===== src/sv/rmbl_pkg.sv =====
// Shared types, constants and the luma helper of the luma ranked morphology unit.
// No dependencies.
`timescale 1ns / 1ps

package rmbl_pkg;

    // Default sizing
    localparam int DEF_MAX_WIDTH  = 2048;
    localparam int DEF_MAX_KERNEL = 9;

    // Field widths
    localparam int CHAN_W     = 8;
    localparam int PIX_W      = 3 * CHAN_W;
    localparam int CFG_IDX_W  = 3;
    localparam int CFG_DATA_W = 13;
    localparam int HEIGHT_W   = 13;
    localparam int SUM_W      = 10;

    // Register indexes
    localparam logic [CFG_IDX_W-1:0] CFG_IMAGE_WIDTH    = 3'd0;
    localparam logic [CFG_IDX_W-1:0] CFG_IMAGE_HEIGHT   = 3'd1;
    localparam logic [CFG_IDX_W-1:0] CFG_OPERATION_MODE = 3'd2;
    localparam logic [CFG_IDX_W-1:0] CFG_KERNEL_SELECT  = 3'd3;
    localparam logic [CFG_IDX_W-1:0] CFG_BORDER_WIDTH   = 3'd4;

    // Register reset values
    localparam logic [11:0] RST_IMAGE_WIDTH  = 12'd640;
    localparam logic [12:0] RST_IMAGE_HEIGHT = 13'd480;
    localparam logic [2:0]  RST_BORDER_WIDTH = 3'd4;

    // Geometry limits
    localparam int IMAGE_WIDTH_MIN  = 16;
    localparam int IMAGE_HEIGHT_MIN = 16;
    localparam int IMAGE_HEIGHT_MAX = 4096;
    localparam int KERNEL_SMALL     = 5;
    localparam int KERNEL_LARGE     = 9;

    // Divide by three as multiply by 683 / 2048, exact for sums up to 765
    localparam int LUMA_RECIP = 683;
    localparam int LUMA_SHIFT = 11;

    // Result queue depth
    localparam int RQ_DEPTH = 8;

    typedef struct packed {
        logic [CHAN_W-1:0] in_red;
        logic [CHAN_W-1:0] in_green;
        logic [CHAN_W-1:0] in_blue;
        logic              drain;
    } pix_in_t;

    typedef struct packed {
        logic [CHAN_W-1:0] out_red;
        logic [CHAN_W-1:0] out_green;
        logic [CHAN_W-1:0] out_blue;
        logic              last_pixel;
    } res_t;

    // Per-column control from the front end
    typedef struct packed {
        logic valid;
        logic emit;
        logic border;
        logic last;
        logic mode;
    } fe_ctl_t;

    function automatic logic [CHAN_W-1:0] luma3(input logic [SUM_W-1:0] sum);
        logic [20:0] prod;
        prod = 21'(sum) * 21'(LUMA_RECIP);
        return prod[LUMA_SHIFT+CHAN_W-1:LUMA_SHIFT];
    endfunction

endpackage


===== src/sv/rmbl_res_queue.sv =====
// Result queue: short first-in first-out buffer in front of the result ports.
// Depends on rmbl_pkg.
`timescale 1ns / 1ps

module rmbl_res_queue (
    input  logic                                  clk,
    input  logic                                  rst_n,
    input  logic                                  wr_en,
    input  rmbl_pkg::res_t                        wr_data,
    input  logic                                  pop,
    output logic                                  empty,
    output rmbl_pkg::res_t                        rd_data,
    output logic [$clog2(rmbl_pkg::RQ_DEPTH):0]   count
);
    import rmbl_pkg::*;

    localparam int AW = $clog2(RQ_DEPTH);

    res_t          slot_reg [RQ_DEPTH];
    logic [AW-1:0] wr_ptr_reg, rd_ptr_reg;
    logic [AW:0]   count_reg;
    logic          rd_en;

    assign empty   = (count_reg == '0);
    assign rd_en   = pop && !empty;
    assign rd_data = slot_reg[rd_ptr_reg];
    assign count   = count_reg;

    // Store incoming results
    always_ff @(posedge clk)
    begin
        if (wr_en)
            slot_reg[wr_ptr_reg] <= wr_data;
    end

    // Advance pointers and occupancy
    always_ff @(posedge clk or negedge rst_n)
    begin
        if (!rst_n)
        begin
            wr_ptr_reg <= '0;
            rd_ptr_reg <= '0;
            count_reg  <= '0;
        end
        else
        begin
            if (wr_en)
                wr_ptr_reg <= wr_ptr_reg + 1'b1;
            if (rd_en)
                rd_ptr_reg <= rd_ptr_reg + 1'b1;
            count_reg <= count_reg + (AW+1)'(wr_en) - (AW+1)'(rd_en);
        end
    end

endmodule


===== config.mk =====
export PLATFORM = sky130hd
export DESIGN_NAME = rmbl_res_queue
export DESIGN_NICKNAME = d
export VERILOG_FILES = /design/src/sv/rmbl_pkg.sv /design/src/sv/rmbl_res_queue.sv
export SDC_FILE = /design/constraint.sdc
export NUM_CORES = 1
export LEC_CHECK = 0
export BUFFER_PORTS_ARGS = -buffer_cell sky130_fd_sc_hd__buf_2
export CORE_ASPECT_RATIO = 1.4
export CORE_MARGIN = 5
export CORE_UTILIZATION = 35
export CTS_BUF_LIST = sky130_fd_sc_hd__clkbuf_8 sky130_fd_sc_hd__clkbuf_16
export DETAILED_ROUTE_END_ITERATION = 16
export PLACE_DENSITY = 0.57
export SKIP_CTS_REPAIR_TIMING = 1
export SLEW_MARGIN = 10
export SYNTH_ARGS = -nofsm -noshare
export SYNTH_HDL_FRONTEND = slang
export SYNTH_SLANG_ARGS = --single-unit

===== constraint.sdc =====
create_clock -name clk -period 4 [get_ports clk]
set_clock_uncertainty 0.1 [all_clocks]
set_input_delay 0.2 -clock clk [delete_from_list [all_inputs] [get_ports clk]]
set_output_delay 0.2 -clock clk [all_outputs]
set_load 0.005 [all_outputs]

Word-level counts from Yosys, hierarchy flattened
Memory sizes are Yosys's and may differ from the RTL's.
Index checks and enable logic that the tools add are counted.
{"block": "totals", "out_inout_bits": 30, "mem_count": 1, "inputBits": 29, "mem_bits_rw": 200, "ff_bits": 10, "word_cells": 13}
{"memory": "slot_reg", "words": 8, "width": 25, "rd": 1, "rd_clocked_by_memory_dff": 0, "wr": 1, "line": "rmbl_res_queue.sv:19", "text": "res_t slot_reg [RQ_DEPTH];"}
{"block": "classes", "muxes": 2, "addsub": 4, "n_reduce_logical": 3}
{"op": "3-bit by 1-bit adder with 3-bit output, second input constant", "n": 2}
{"op": "4-bit by 1-bit adder with 4-bit output", "n": 1}
{"op": "4-bit logical NOT", "n": 1}
{"op": "4-bit by 1-bit subtractor with 4-bit output", "n": 1}
{"op": "1-bit 2-to-1 mux", "n": 2}
{"op": "1-bit logical AND", "n": 1}
{"op": "1-bit logical NOT", "n": 1}

Depth between registers and ports, before layout
{"block": "logic_depth", "word_depth": 4, "depth_mapped": 11}

Worst setup path before layout
Ideal clock, no wire load.
{"block": "synth_timing", "kind": "register to register", "start": "register wr_ptr_reg[1]", "end": "memory slot_reg[0][0] in the netlist's numbering, enable pin", "stages_incl_launch_ff": 3, "path_slack_ns": 1.152, "arrival_ns": 2.310, "path_cell_list": "dfrtp_1 -> nand2b_1 -> nor3_1"}
{"item": "from (decl)", "line": "rmbl_res_queue.sv:20", "text": "logic [AW-1:0] wr_ptr_reg, rd_ptr_reg;"}
{"item": "from (signal assigned)", "line": "rmbl_res_queue.sv:48", "text": "wr_ptr_reg <= wr_ptr_reg + 1'b1;"}
{"item": "to (decl)", "line": "rmbl_res_queue.sv:19"}
Straight into the memory's write port.

==> impl_metrics.ini <==
[clocking]
cts_tree = built
worstSkewPairLatency_ns = 0.49
clkTransAtPathRegs_ns = 0.06
clock_sinks = 210
htree_levels = 1
numCtsBuffers = 21
clk_path_buf_depth = 3
ctsRootBufferMaster = clkbuf_16

[sta]
tightest_slew_ns = 1.06
timing.fmax_mhz = 334
finalHoldViolCount = 3
setup_tns_ns = 0
post-route-period-util_pct = 74.8
slew_headroom_pct = 29.0
slew_violations = 0
worst_slack_ns = 1.01
rsz0062_at_grt = false
min_period_ns = 2.99
timing.hold.ws_ns = -0.00154
setup_viol = 0

[status]
status = complete, but fails checks
violations = negative hold slack

[place]
pre_cts_ws_ns = 1.41
placed_cell_area_mm2 = 0.00895
portBuffers = 58
placedCellCount = 699
dp_hpwl_um = 8770
gp_congestion = 0.708

[synth]
synth_top_area_share_pct = 72.8
yosys_warnings = 0
syn_avg_cell_area_um2 = 24.1
ys_top_cells_by_area = edfxtp_1, mux4_1, mux2_2
synth_area_mm2 = 0.00825
synth_area_leader_cell = edfxtp_1
ys_ff_latch = 210
netlist_instances = 343
yosysSeqAreaShare_pct = 75.8
yosysUniqueCellTypes = 19
synthesis.nets = 380

[grt]
grt_util_all_layers_pct = 11.7
grt_overflow_total = 0
grt_pass1_vias = 3970
grt_pass1_wl_um = 23600
grt_max_degree = 36
antenna_found_initial = 0

[floorplanning]
rows = 66
die_area_mm2 = 0.0268
io_pins = 59
core_mm2 = 0.0233
dieWidth_um = 140
start_util_pct = 35.4
die_h_um = 192

[drt]
drt_iter0_drc = 265
drc = 0
viasPerCell = 4.88
drt-wirelength-per-cell_um = 20.6
ant_nets = 0
first_pass_iters = 4
routed_wl_um = 15700
num_vias = 3723

[worst_setup_path]
crit_type = register to output pin
cp_data_arrival_time_ns = 2.69
critPathLaunchType = register
required_ns = 3.70
crit_fanout = 28
endpoint_kind = output pin

[layout]
nNetsFinal = 481
largest_reg_flops = 200
area_delta_synth_final_pct = 19.6
stdcell_area_mm2 = 0.00987
drive_gt1_share_pct = 28.7
fill_cells = 2039
insertedDiodeCount = 0
final_cells = 763

[job]
drv_cap = 0

[min_path]
hold_path_class = input port to asynchronous set/reset pin

[pwr]
ir_worst_vdd_mv = 0.388
p_per_area_mw_per_mm2 = 677
leakage_nw = 3.45
power_mw = 6.68
[cell type report]
type	instances	area, µm²	area share [%]
clock buffers	21	526	5.32
repair buffers	93	636	6.44
flip-flops and latches	210	6260	63.4
clock inverters	15	119	1.20
well taps	306	383	3.88
inverters	7	26.3	0.266
multi-input cells	111	1930	19.5
[where the power goes]
group / switching, mW / internal (mW)
combinational: 0.817 / 0.978
sequential: 0.262 / 2.78
clock: 0.764 / 1.08
total: 1.84 / 4.84
[final timing paths]
check / startpoint / endpoint / slack, ns / cells past startpoint
max in group asynchronous: rst_n / rd_ptr_reg[0] / 3.58 / 2
setup / recovery: rd_ptr_reg[0] / rd_data[1] / 1.01 / 4
hold reg to reg: wr_ptr_reg[1] / wr_ptr_reg[1] / 0.49 / 1
setup reg to reg: count[2] / count[2] / 1.40 / 10
min in group clk: wr_data[22] / slot_reg[2][22] / 0.41 / 2
hold / removal: rst_n / count[0] / -0.002 / 2
[layout by cell type (no fill, tap or decap), types with 4 or more instances in the layout]
master         count
edfxtp_1         200
buf_2             58
mux4_1            49
dlygate4sd3_1     28
mux2_2            27
clkbuf_16         21
inv_1             13
dfrtp_1            8
ha_1               7
nor2_4             6
buf_4              6
xor2_1             4
nand2_1            4
nand2b_1           4
clkinv_2           4
[metrics by stage]
| step | hold slack, ns | utilization, % |
|---|---|---|
| after global routing | 0.00684 | 42.4 |
| after global placement | -0.0270 | 38.4 |
| final | -0.00154 | 42.4 |
| after floorplan | -0.196 | - |
| after detailed placement | -0.0182 | 38.4 |
| after CTS | -0.552 | 41.2 |
[layer usage]
metal  global-route usage (%)  vias to the layer above  part of all wire, %
met4                     3.69                        0                  2.1
met1                     13.9                     1945                   41
li1                         -                     1673                    -
met2                     21.0                       76                   52
met5                        0                        -                    0
met3                     2.67                       29                  4.7
[Yosys cell counts (all sizes together)]
library cell and n:
nand2b 4, mux2 27, fa 1, nand2 4, dfrtp 10, nor2 7
mux4 50, nor3 2, xnor2 2, buf 6, edfxtp 200, clkbuf 9
xor2 4, a21oi 1, ha 7, inv 7, nor3b 1, a21o 1
[worst max-delay path, cell delays in order (launching register included)]
cell and delay (ns):
dfrtp_2 0.86, buf_12 0.32, mux4_1 0.58, mux2_2 0.30
buf_2 0.13
[cell families after synthesis]
logic type / count (synthesis) / share of synthesized area (%)
flops: 210 / 75.8
buf+inv: 22 / 1.55
xor+xnor: 6 / 0.637
fa+ha+maj: 8 / 1.30
compound gates: 2 / 0.152
simple gates: 18 / 1.02
mux: 77 / 19.6
(Power assumes the default switching activity.)
