`config.mk`:
```
export PLATFORM = sky130hd
export DESIGN_NAME = rmbl_back
export DESIGN_NICKNAME = d
export VERILOG_FILES = /design/src/sv/rmbl_pkg.sv /design/src/sv/rmbl_back.sv
export SDC_FILE = /design/constraint.sdc
export NUM_CORES = 2
export LEC_CHECK = 0
export ABC_AREA = 1
export BUFFER_PORTS_ARGS = -buffer_cell sky130_fd_sc_hd__buf_2
export CAP_MARGIN = 20
export CORE_ASPECT_RATIO = 0.9
export CORE_MARGIN = 8
export CORE_UTILIZATION = 57
export CTS_CLUSTER_SIZE = 28
export DETAILED_ROUTE_END_ITERATION = 7
export GPL_TIMING_DRIVEN = 1
export PLACE_DENSITY = 0.8
export SLEW_MARGIN = 15
export SYNTH_ARGS = -nofsm -noshare
export SYNTH_HDL_FRONTEND = slang
export SYNTH_SLANG_ARGS = --single-unit
```
`constraint.sdc`:
```
create_clock -name clk -period 15.5 [get_ports clk]
set_input_delay 3.1 -clock clk [delete_from_list [all_inputs] [get_ports clk]]
set_output_delay 3.1 -clock clk [all_outputs]
set_load 0.02 [all_outputs]
```
`src/sv/rmbl_pkg.sv`:
```
// Shared types, constants and the luma helper of the luma ranked morphology unit.
// No dependencies.
`timescale 1ns / 1ps

package rmbl_pkg;

    // Default sizing
    localparam int DEF_MAX_WIDTH  = 2048;
    localparam int DEF_MAX_KERNEL = 9;

    // Field widths
    localparam int CHAN_W     = 8;
    localparam int PIX_W      = 3 * CHAN_W;
    localparam int CFG_IDX_W  = 3;
    localparam int CFG_DATA_W = 13;
    localparam int HEIGHT_W   = 13;
    localparam int SUM_W      = 10;

    // Register indexes
    localparam logic [CFG_IDX_W-1:0] CFG_IMAGE_WIDTH    = 3'd0;
    localparam logic [CFG_IDX_W-1:0] CFG_IMAGE_HEIGHT   = 3'd1;
    localparam logic [CFG_IDX_W-1:0] CFG_OPERATION_MODE = 3'd2;
    localparam logic [CFG_IDX_W-1:0] CFG_KERNEL_SELECT  = 3'd3;
    localparam logic [CFG_IDX_W-1:0] CFG_BORDER_WIDTH   = 3'd4;

    // Register reset values
    localparam logic [11:0] RST_IMAGE_WIDTH  = 12'd640;
    localparam logic [12:0] RST_IMAGE_HEIGHT = 13'd480;
    localparam logic [2:0]  RST_BORDER_WIDTH = 3'd4;

    // Geometry limits
    localparam int IMAGE_WIDTH_MIN  = 16;
    localparam int IMAGE_HEIGHT_MIN = 16;
    localparam int IMAGE_HEIGHT_MAX = 4096;
    localparam int KERNEL_SMALL     = 5;
    localparam int KERNEL_LARGE     = 9;

    // Divide by three as multiply by 683 / 2048, exact for sums up to 765
    localparam int LUMA_RECIP = 683;
    localparam int LUMA_SHIFT = 11;

    // Result queue depth
    localparam int RQ_DEPTH = 8;

    typedef struct packed {
        logic [CHAN_W-1:0] in_red;
        logic [CHAN_W-1:0] in_green;
        logic [CHAN_W-1:0] in_blue;
        logic              drain;
    } pix_in_t;

    typedef struct packed {
        logic [CHAN_W-1:0] out_red;
        logic [CHAN_W-1:0] out_green;
        logic [CHAN_W-1:0] out_blue;
        logic              last_pixel;
    } res_t;

    // Per-column control from the front end
    typedef struct packed {
        logic valid;
        logic emit;
        logic border;
        logic last;
        logic mode;
    } fe_ctl_t;

    function automatic logic [CHAN_W-1:0] luma3(input logic [SUM_W-1:0] sum);
        logic [20:0] prod;
        prod = 21'(sum) * 21'(LUMA_RECIP);
        return prod[LUMA_SHIFT+CHAN_W-1:LUMA_SHIFT];
    endfunction

endpackage

```
`src/sv/rmbl_back.sv`:
```
// Back end: luma ranking of each column, window shift register and window selection.
// Depends on rmbl_pkg.
`timescale 1ns / 1ps

module rmbl_back #(
    parameter int MAX_KERNEL = rmbl_pkg::DEF_MAX_KERNEL,
    localparam int NROW      = 2 * ((MAX_KERNEL - 1) / 2) + 1
) (
    input  logic                                 clk,
    input  logic                                 rst_n,
    input  rmbl_pkg::fe_ctl_t                    ctl,
    input  logic [NROW-1:0]                      row_mask,
    input  logic [NROW-1:0]                      col_mask,
    input  logic [NROW-1:0][rmbl_pkg::PIX_W-1:0] col_px,
    output logic                                 res_push,
    output rmbl_pkg::res_t                       res,
    output logic [1:0]                           inflight
);
    import rmbl_pkg::*;

    localparam int KW = $clog2(NROW);

    // Stage two: ranking keys per row
    fe_ctl_t           ctl2_reg, ctl3_reg;
    logic [NROW-1:0]   cmask2_reg, cmask3_reg, rvld2_reg;
    logic [CHAN_W-1:0] lkey2_reg [NROW];
    logic [PIX_W-1:0]  px2_reg [NROW];

    // Stage three: window of column winners, newest column first
    logic [CHAN_W-1:0] win_lkey_reg [NROW];
    logic [KW-1:0]     win_row_reg [NROW];
    logic [PIX_W-1:0]  win_px_reg [NROW];
    logic [NROW-1:0]   win_vld_reg;

    logic              col_found, win_found;
    logic [CHAN_W-1:0] col_lkey, best_lkey;
    logic [KW-1:0]     col_row, best_row;
    logic [PIX_W-1:0]  col_sel_px, best_px;

    // Rank rows by luma, inverted for erosion so larger is always better
    always_ff @(posedge clk)
    begin
        if (ctl.valid)
        begin
            for (int r = 0; r < NROW; r++)
            begin
                lkey2_reg[r] <= ctl.mode ?
                    ~luma3(SUM_W'(col_px[r][23:16]) + SUM_W'(col_px[r][15:8]) +
                           SUM_W'(col_px[r][7:0])) :
                    luma3(SUM_W'(col_px[r][23:16]) + SUM_W'(col_px[r][15:8]) +
                          SUM_W'(col_px[r][7:0]));
                px2_reg[r] <= col_px[r];
            end
            rvld2_reg  <= row_mask;
            cmask2_reg <= col_mask;
        end
    end

    // Pick the column winner; on a tie the upper row wins
    always_comb
    begin
        col_found  = 1'b0;
        col_lkey   = '0;
        col_row    = '0;
        col_sel_px = '0;
        for (int r = 0; r < NROW; r++)
        begin
            if (rvld2_reg[r] && (!col_found || (lkey2_reg[r] >= col_lkey)))
            begin
                col_found  = 1'b1;
                col_lkey   = lkey2_reg[r];
                col_row    = KW'(r);
                col_sel_px = px2_reg[r];
            end
        end
    end

    // Advance the window by one column
    always_ff @(posedge clk)
    begin
        if (ctl2_reg.valid)
        begin
            win_lkey_reg[0] <= col_lkey;
            win_row_reg[0]  <= col_row;
            win_px_reg[0]   <= col_sel_px;
            win_vld_reg[0]  <= col_found;
            for (int k = 1; k < NROW; k++)
            begin
                win_lkey_reg[k] <= win_lkey_reg[k-1];
                win_row_reg[k]  <= win_row_reg[k-1];
                win_px_reg[k]   <= win_px_reg[k-1];
                win_vld_reg[k]  <= win_vld_reg[k-1];
            end
            cmask3_reg <= cmask2_reg;
        end
    end

    always_ff @(posedge clk or negedge rst_n)
    begin
        if (!rst_n)
        begin
            ctl2_reg <= '0;
            ctl3_reg <= '0;
        end
        else
        begin
            ctl2_reg <= ctl;
            ctl3_reg <= ctl2_reg;
        end
    end

    // Pick the window winner: higher key, then upper row, then leftmost column
    always_comb
    begin
        win_found = 1'b0;
        best_lkey = '0;
        best_row  = '0;
        best_px   = '0;
        for (int k = 0; k < NROW; k++)
        begin
            if (cmask3_reg[k] && win_vld_reg[k] &&
                (!win_found || ({win_lkey_reg[k], win_row_reg[k]} >= {best_lkey, best_row})))
            begin
                win_found = 1'b1;
                best_lkey = win_lkey_reg[k];
                best_row  = win_row_reg[k];
                best_px   = win_px_reg[k];
            end
        end
    end

    // Black out the border and send the result
    always_comb
    begin
        res.out_red    = ctl3_reg.border ? '0 : best_px[23:16];
        res.out_green  = ctl3_reg.border ? '0 : best_px[15:8];
        res.out_blue   = ctl3_reg.border ? '0 : best_px[7:0];
        res.last_pixel = ctl3_reg.last;
    end

    assign res_push = ctl3_reg.valid && ctl3_reg.emit;
    assign inflight = 2'(ctl2_reg.valid && ctl2_reg.emit) + 2'(ctl3_reg.valid && ctl3_reg.emit);

endmodule

```
==> After elaboration in Yosys (flattened, before gate mapping) <==
Memory sizes are Yosys's and may differ from the RTL's.
Cells that the tools add are included.
{ "totals": {"reg_bits": 44, "ram_bits": 612, "input_bits": 241, "out_inout_bits": 28, "word_cells": 213, "memories": 5} }
{ "op_classes": {"add_sub_neg": 19, "mul": 9, "n_lt_le_gt_ge": 16, "muxes": 83, "n_bitwise": 9, "n_reduce_logical": 59} }
{ "mem_list": {"columns": ["name", "words", "word_bits", "read_ports", "rd_clocked_by_memory_dff", "write_ports", "line", "rtl"], "rows": [
  ["px2_reg", 9, 24, 9, 0, 9, "rmbl_back.sv:27", "logic [PIX_W-1:0] px2_reg [NROW];"],
  ["win_px_reg", 9, 24, 9, 0, 9, "rmbl_back.sv:32", "logic [PIX_W-1:0] win_px_reg [NROW];"],
  ["lkey2_reg", 9, 8, 9, 0, 9, "rmbl_back.sv:26", "logic [CHAN_W-1:0] lkey2_reg [NROW];"],
  ["win_lkey_reg", 9, 8, 9, 0, 9, "rmbl_back.sv:30", "logic [CHAN_W-1:0] win_lkey_reg [NROW];"],
  ["win_row_reg", 9, 4, 9, 0, 9, "rmbl_back.sv:31", "logic [KW-1:0] win_row_reg [NROW];"]
]} }
{ "ops": {"columns": ["op", "count"], "rows": [
  ["24-bit two-way mux", 18],
  ["8-bit two-way mux", 29],
  ["10-bit by 10-bit multiplier with 19-bit output, second input constant", 9],
  ["12-bit >= comparator", 8],
  ["9-bit by 8-bit adder with 10-bit output", 9],
  ["8-bit by 8-bit adder with 9-bit output", 9],
  ["8-bit inverter", 9],
  ["8-bit >= comparator", 8],
  ["4-bit two-way mux", 15],
  ["1-bit logical AND", 27],
  ["1-bit two-way mux", 21],
  ["1-bit logical NOT", 16],
  ["1-bit logical OR", 16],
  ["1-bit by 1-bit adder with 2-bit output", 1]
]} }

==> Longest topological paths before layout <==
{ "logic_depth": {"word_depth": 35, "mapped_depth": 114, "mapped_depth_nobuf": 109} }

==> Least setup slack after synthesis <==
Ideal clock, no wire load.
{ "synth_path": {"path_type": "flip-flop to output port", "startpoint": "register win_vld_reg[0]", "endpoint": "output res[16] (netlist bit)", "t_arrival_ps": 13064, "t_required_ps": 12400, "setup_slack_ps": -664, "stages_incl_launch_ff": 109, "n_path_buf": 12, "path_cell_list": "edfxtp_1 nand2_2 inv_2 clkbuf_1 nand2_1 ha_1 nand2_1 nor2_2 inv_1 nor2_1 nand2_1 nand2_4 nand2_2 buf_6 buf_2 nand2_1 o21ai_2 ha_1 (+73 left out) nand2_1 buf_2 nor2_1 o21bai_2 ha_1 a21boi_0 o21a_1 o21a_1 o21ai_0 o211a_1 o21ai_0 nand3_1 o211ai_1 nand3_1 buf_2 buf_2 o21ai_0 a21oi_1"} }
{ "synth_lines": {"columns": ["element", "line", "rtl"], "rows": [
  ["start: declaration", "rmbl_back.sv:33", "logic [NROW-1:0] win_vld_reg;"],
  ["start signal: assignment", "rmbl_back.sv:86", "win_vld_reg[0] <= col_found;"],
  ["start signal: indexed assignment", "rmbl_back.sv:92", "win_vld_reg[k] <= win_vld_reg[k-1];"],
  ["end: declaration", "rmbl_back.sv:16", "output rmbl_pkg::res_t res,"]
]} }

==> reports/metrics.csv <==
stage,metric,value,unit
outcome,status,"complete, but fails checks",
outcome,violations,negative setup slack,
timing,max_freq,0.05654,GHz
timing,maxSlewHeadroom,0.2078,
grt,grt_pass1_wl,196400,um
yosys,netlist_instances,4620,
finish,final_nets,6300,
worst_hold_path,holdCritStartpoint,ctl2_reg[2],
setup_path,start_kind,register,
die,row_count,102,
place,dp_cells,5972,
timing,rsz0062_at_grt,true,
timing,setup_tns,-50.61,ns
place,port_buffers,268,
yosys,synth_area_leaders,"edfxtp_1 40%, ha_1 19%, fa_1 11%, nand2_1 6.1%, inv_1 5.3%",
setup_path,r2r_cells,103,
yosys,ys_seq_area_frac,0.4025,
setup_path,max_stage_delay,0.39,ns
grt,top_usage_layer,met2,
die,start_util,0.5712,
setup_path,cpMostUsedCell,nand2_2,
finish,layoutNonFillerInstCount,6253,
finish,drive_gt1_frac,0.1858,
route,drcViolationCount,0,
route,wl_per_cell,21.24,um
yosys,synth_edf_count,648,
route,viasPerCell,5.723,
grt,grt_max_degree,218,
grt,track_usage,0.2574,
grt,grt.met2_usage,0.4388,
grt,grt_pass1_vias,36280,
clocking,h-tree-depth,3,
clocking,clock_sinks,656,
clocking,cts_root_buf,clkbuf_16,
finish,areaGrowthSynthToFinish,17.62,%
timing,setup_ws,-2.187,ns
setup_path,r2r_slack,1.26,ns
route,wl,132800,um
setup_path,cp.arrival,14.59,ns
yosys,synth_ff_type,edfxtp_1,
timing,final.period_utilization,1.141,
grt,antenna_found_initial,15,
clocking,cts.reportedPaths.clkPinSlew,0.06,ns
timing,finalCriticalPeriod,17.69,ns
clocking,cts_buffer_depth,3,
die,die_area,0.09532,mm^2
die,core_area,0.08551,mm^2
clocking,clock_latency,0.66,ns
yosys,synth_area,0.04884,mm^2
setup_path,path_max_fanout,8,
timing,clock_skew,0.06219,ns
setup_path,worstReg2RegEnd,win_px_reg[0][3],
finish,nFillCells,5880,
setup_path,crit_path_top_delay_cell,edfxtp_1,
yosys,synth.distinct_cells,48,
timing,setup_viol,24,
job,cap_violations,0,
timing,tightest_slew,1.188,ns
route,postRouteAntennaNets,0,
yosys,async_flop_share,0.01220,
clocking,cts_hold_buf,0,
grt,grtUsageMet1,0.3219,
place,dp_hpwl,92290,um
yosys,yosysWarnings,0,
yosys,synth_seq_cells,656,
yosys,synth.net_count,5876,
grt,overflow,0,
setup_path,cp-end-kind,output pin,
clocking,cts_tree,built,
worst_hold_path,min_to,ctl3_reg[2],
timing,drv_slew,0,
yosys,synth_top_area_cell,edfxtp_1,
clocking,cts_buffers,72,
setup_path,r2r_start,rvld2_reg[0],
timing,finalHoldViolations,0,
route,num_vias,35790,
die,die_h,293.7,um
yosys,synth_top_area_share,0.3984,
place,post-place-ws,-0.7337,ns
setup_path,cp.required,12.40,ns
worst_hold_path,hold_path.class,reg -> reg,
grt,grtUsageMet3,0.04190,
yosys,syn_avg_cell_area,10.57,um^2
setup_path,path_class,reg -> out,
route,drt-pass1-iter-count,6,
die,die_x,324.6,um
place,gp_congestion,1.020,
worst_hold_path,holdPathStages,0,
route,first_iter_violations,3456,
die,io_pins,269,
[what timing repair did]
item                                   CTS  global route
pin swaps                               44           103
gates cloned                            13             3
resized for setup                      240           209
endpoints found under the hold margin    0             0
buffers inserted                        93            40
setup endpoints to repair               24            61
[per-stage QoR]
stage	util	hold WS (ns)	area (um^2)
floorplan	-	0.3312	48960
global placement	0.6044	0.3360	51680
detailed placement	0.6044	0.3441	51680
CTS	0.6570	0.3588	56180
global route	0.6717	0.3751	57430
finish	0.6718	0.3550	57450
[area by class of cell]
class                           instances  area (um^2)  share of cell area
Clock inverter                         50        705.7             0.01228
Sequential cell                       656        19660              0.3423
Multi-Input combinational cell       3146        27730              0.4828
Tap cell                             1144         1431             0.02492
Inverter                              701         2646             0.04607
Antenna cell                            8        20.02           0.0003485
Clock buffer                           81         1836             0.03195
Timing Repair Buffer                  467         3411             0.05937
[metal layers]
layer	up-vias	wire length [um]	share of wire
met5	-	69	0.00052
met4	10	8012	0.060
met2	1631	64170	0.48
li1	16510	-	-
met3	464	9476	0.071
met1	17180	51110	0.38
[cells in the final DEF, fill, tap and decap left out, types with 13 or more instances in the layout]
cell         n
xor2_1     147
mux2i_1     24
nand2_1    695
fa_1       270
or2_2       34
buf_2      243
inv_1      668
o21ai_4     33
clkbuf_16   72
edfxtp_1   648
o21ai_0    113
nand2_2     69
clkinv_2    13
buf_6       48
ha_4        41
a21o_1      28
nor2_1     101
o21a_1      18
a31oi_1     33
o21ai_2     33
nand2_4     35
clkinv_1    13
buf_4      153
ha_1       700
a21oi_2     39
nand3_1    295
o211ai_1    46
a21oi_1    154
o21bai_1    25
xnor2_1     81
and2_1      17
inv_2       25
[logic make-up (layout without fill, tap and decap cells)]
logic type,count (synthesis),count (layout),share of synthesized area
compound gates,573,573,0.07142
xor+xnor,228,228,0.04089
fa+ha+maj,1015,1015,0.3015
buf+inv,822,1299,0.06555
flops,656,656,0.4025
mux,24,24,0.004919
other cells,0,8,0
simple gates,1302,1306,0.1132
[worst max-delay path: cells and delay by family (launching register included)]
family | cells | cell delay (ns)
compound gates | 34 | 4.69
fa+ha+maj | 8 | 1.93
buf+inv | 22 | 2.43
flops | 1 | 0.39
simple gates | 42 | 4.38
[Yosys cell counts (8+ instances only)]
library cell / n
o21ai_1: 15
or2_2: 34
xnor2_1: 81
clkbuf_1: 58
ha_1: 745
a31oi_1: 33
nor2_1: 114
mux2i_1: 24
inv_1: 691
nand3_1: 305
xor2_1: 147
o211ai_1: 46
o21ai_2: 42
edfxtp_1: 648
fa_1: 270
o21bai_1: 25
nand3b_1: 11
a21boi_0: 11
buf_1: 11
a21o_1: 28
nand4_1: 12
nand2_1: 789
o21ai_0: 134
dfrtp_1: 8
buf_2: 42
and2_1: 18
o21a_1: 18
a21oi_1: 197
[worst max-delay path by stage]
stage / start / to / depth (start not counted)
global route: win_vld_reg[0] / res[19] / 108
finish: win_vld_reg[0] / res[19] / 106
global placement: win_vld_reg[0] / res[13] / 101
floorplan: win_vld_reg[0] / res[16] / 108
detailed placement: win_vld_reg[0] / res[13] / 100
CTS: win_vld_reg[0] / res[14] / 104
Power is not shown: default switching activity piles up to over one toggle a cycle in this logic, so the estimate is an artifact.
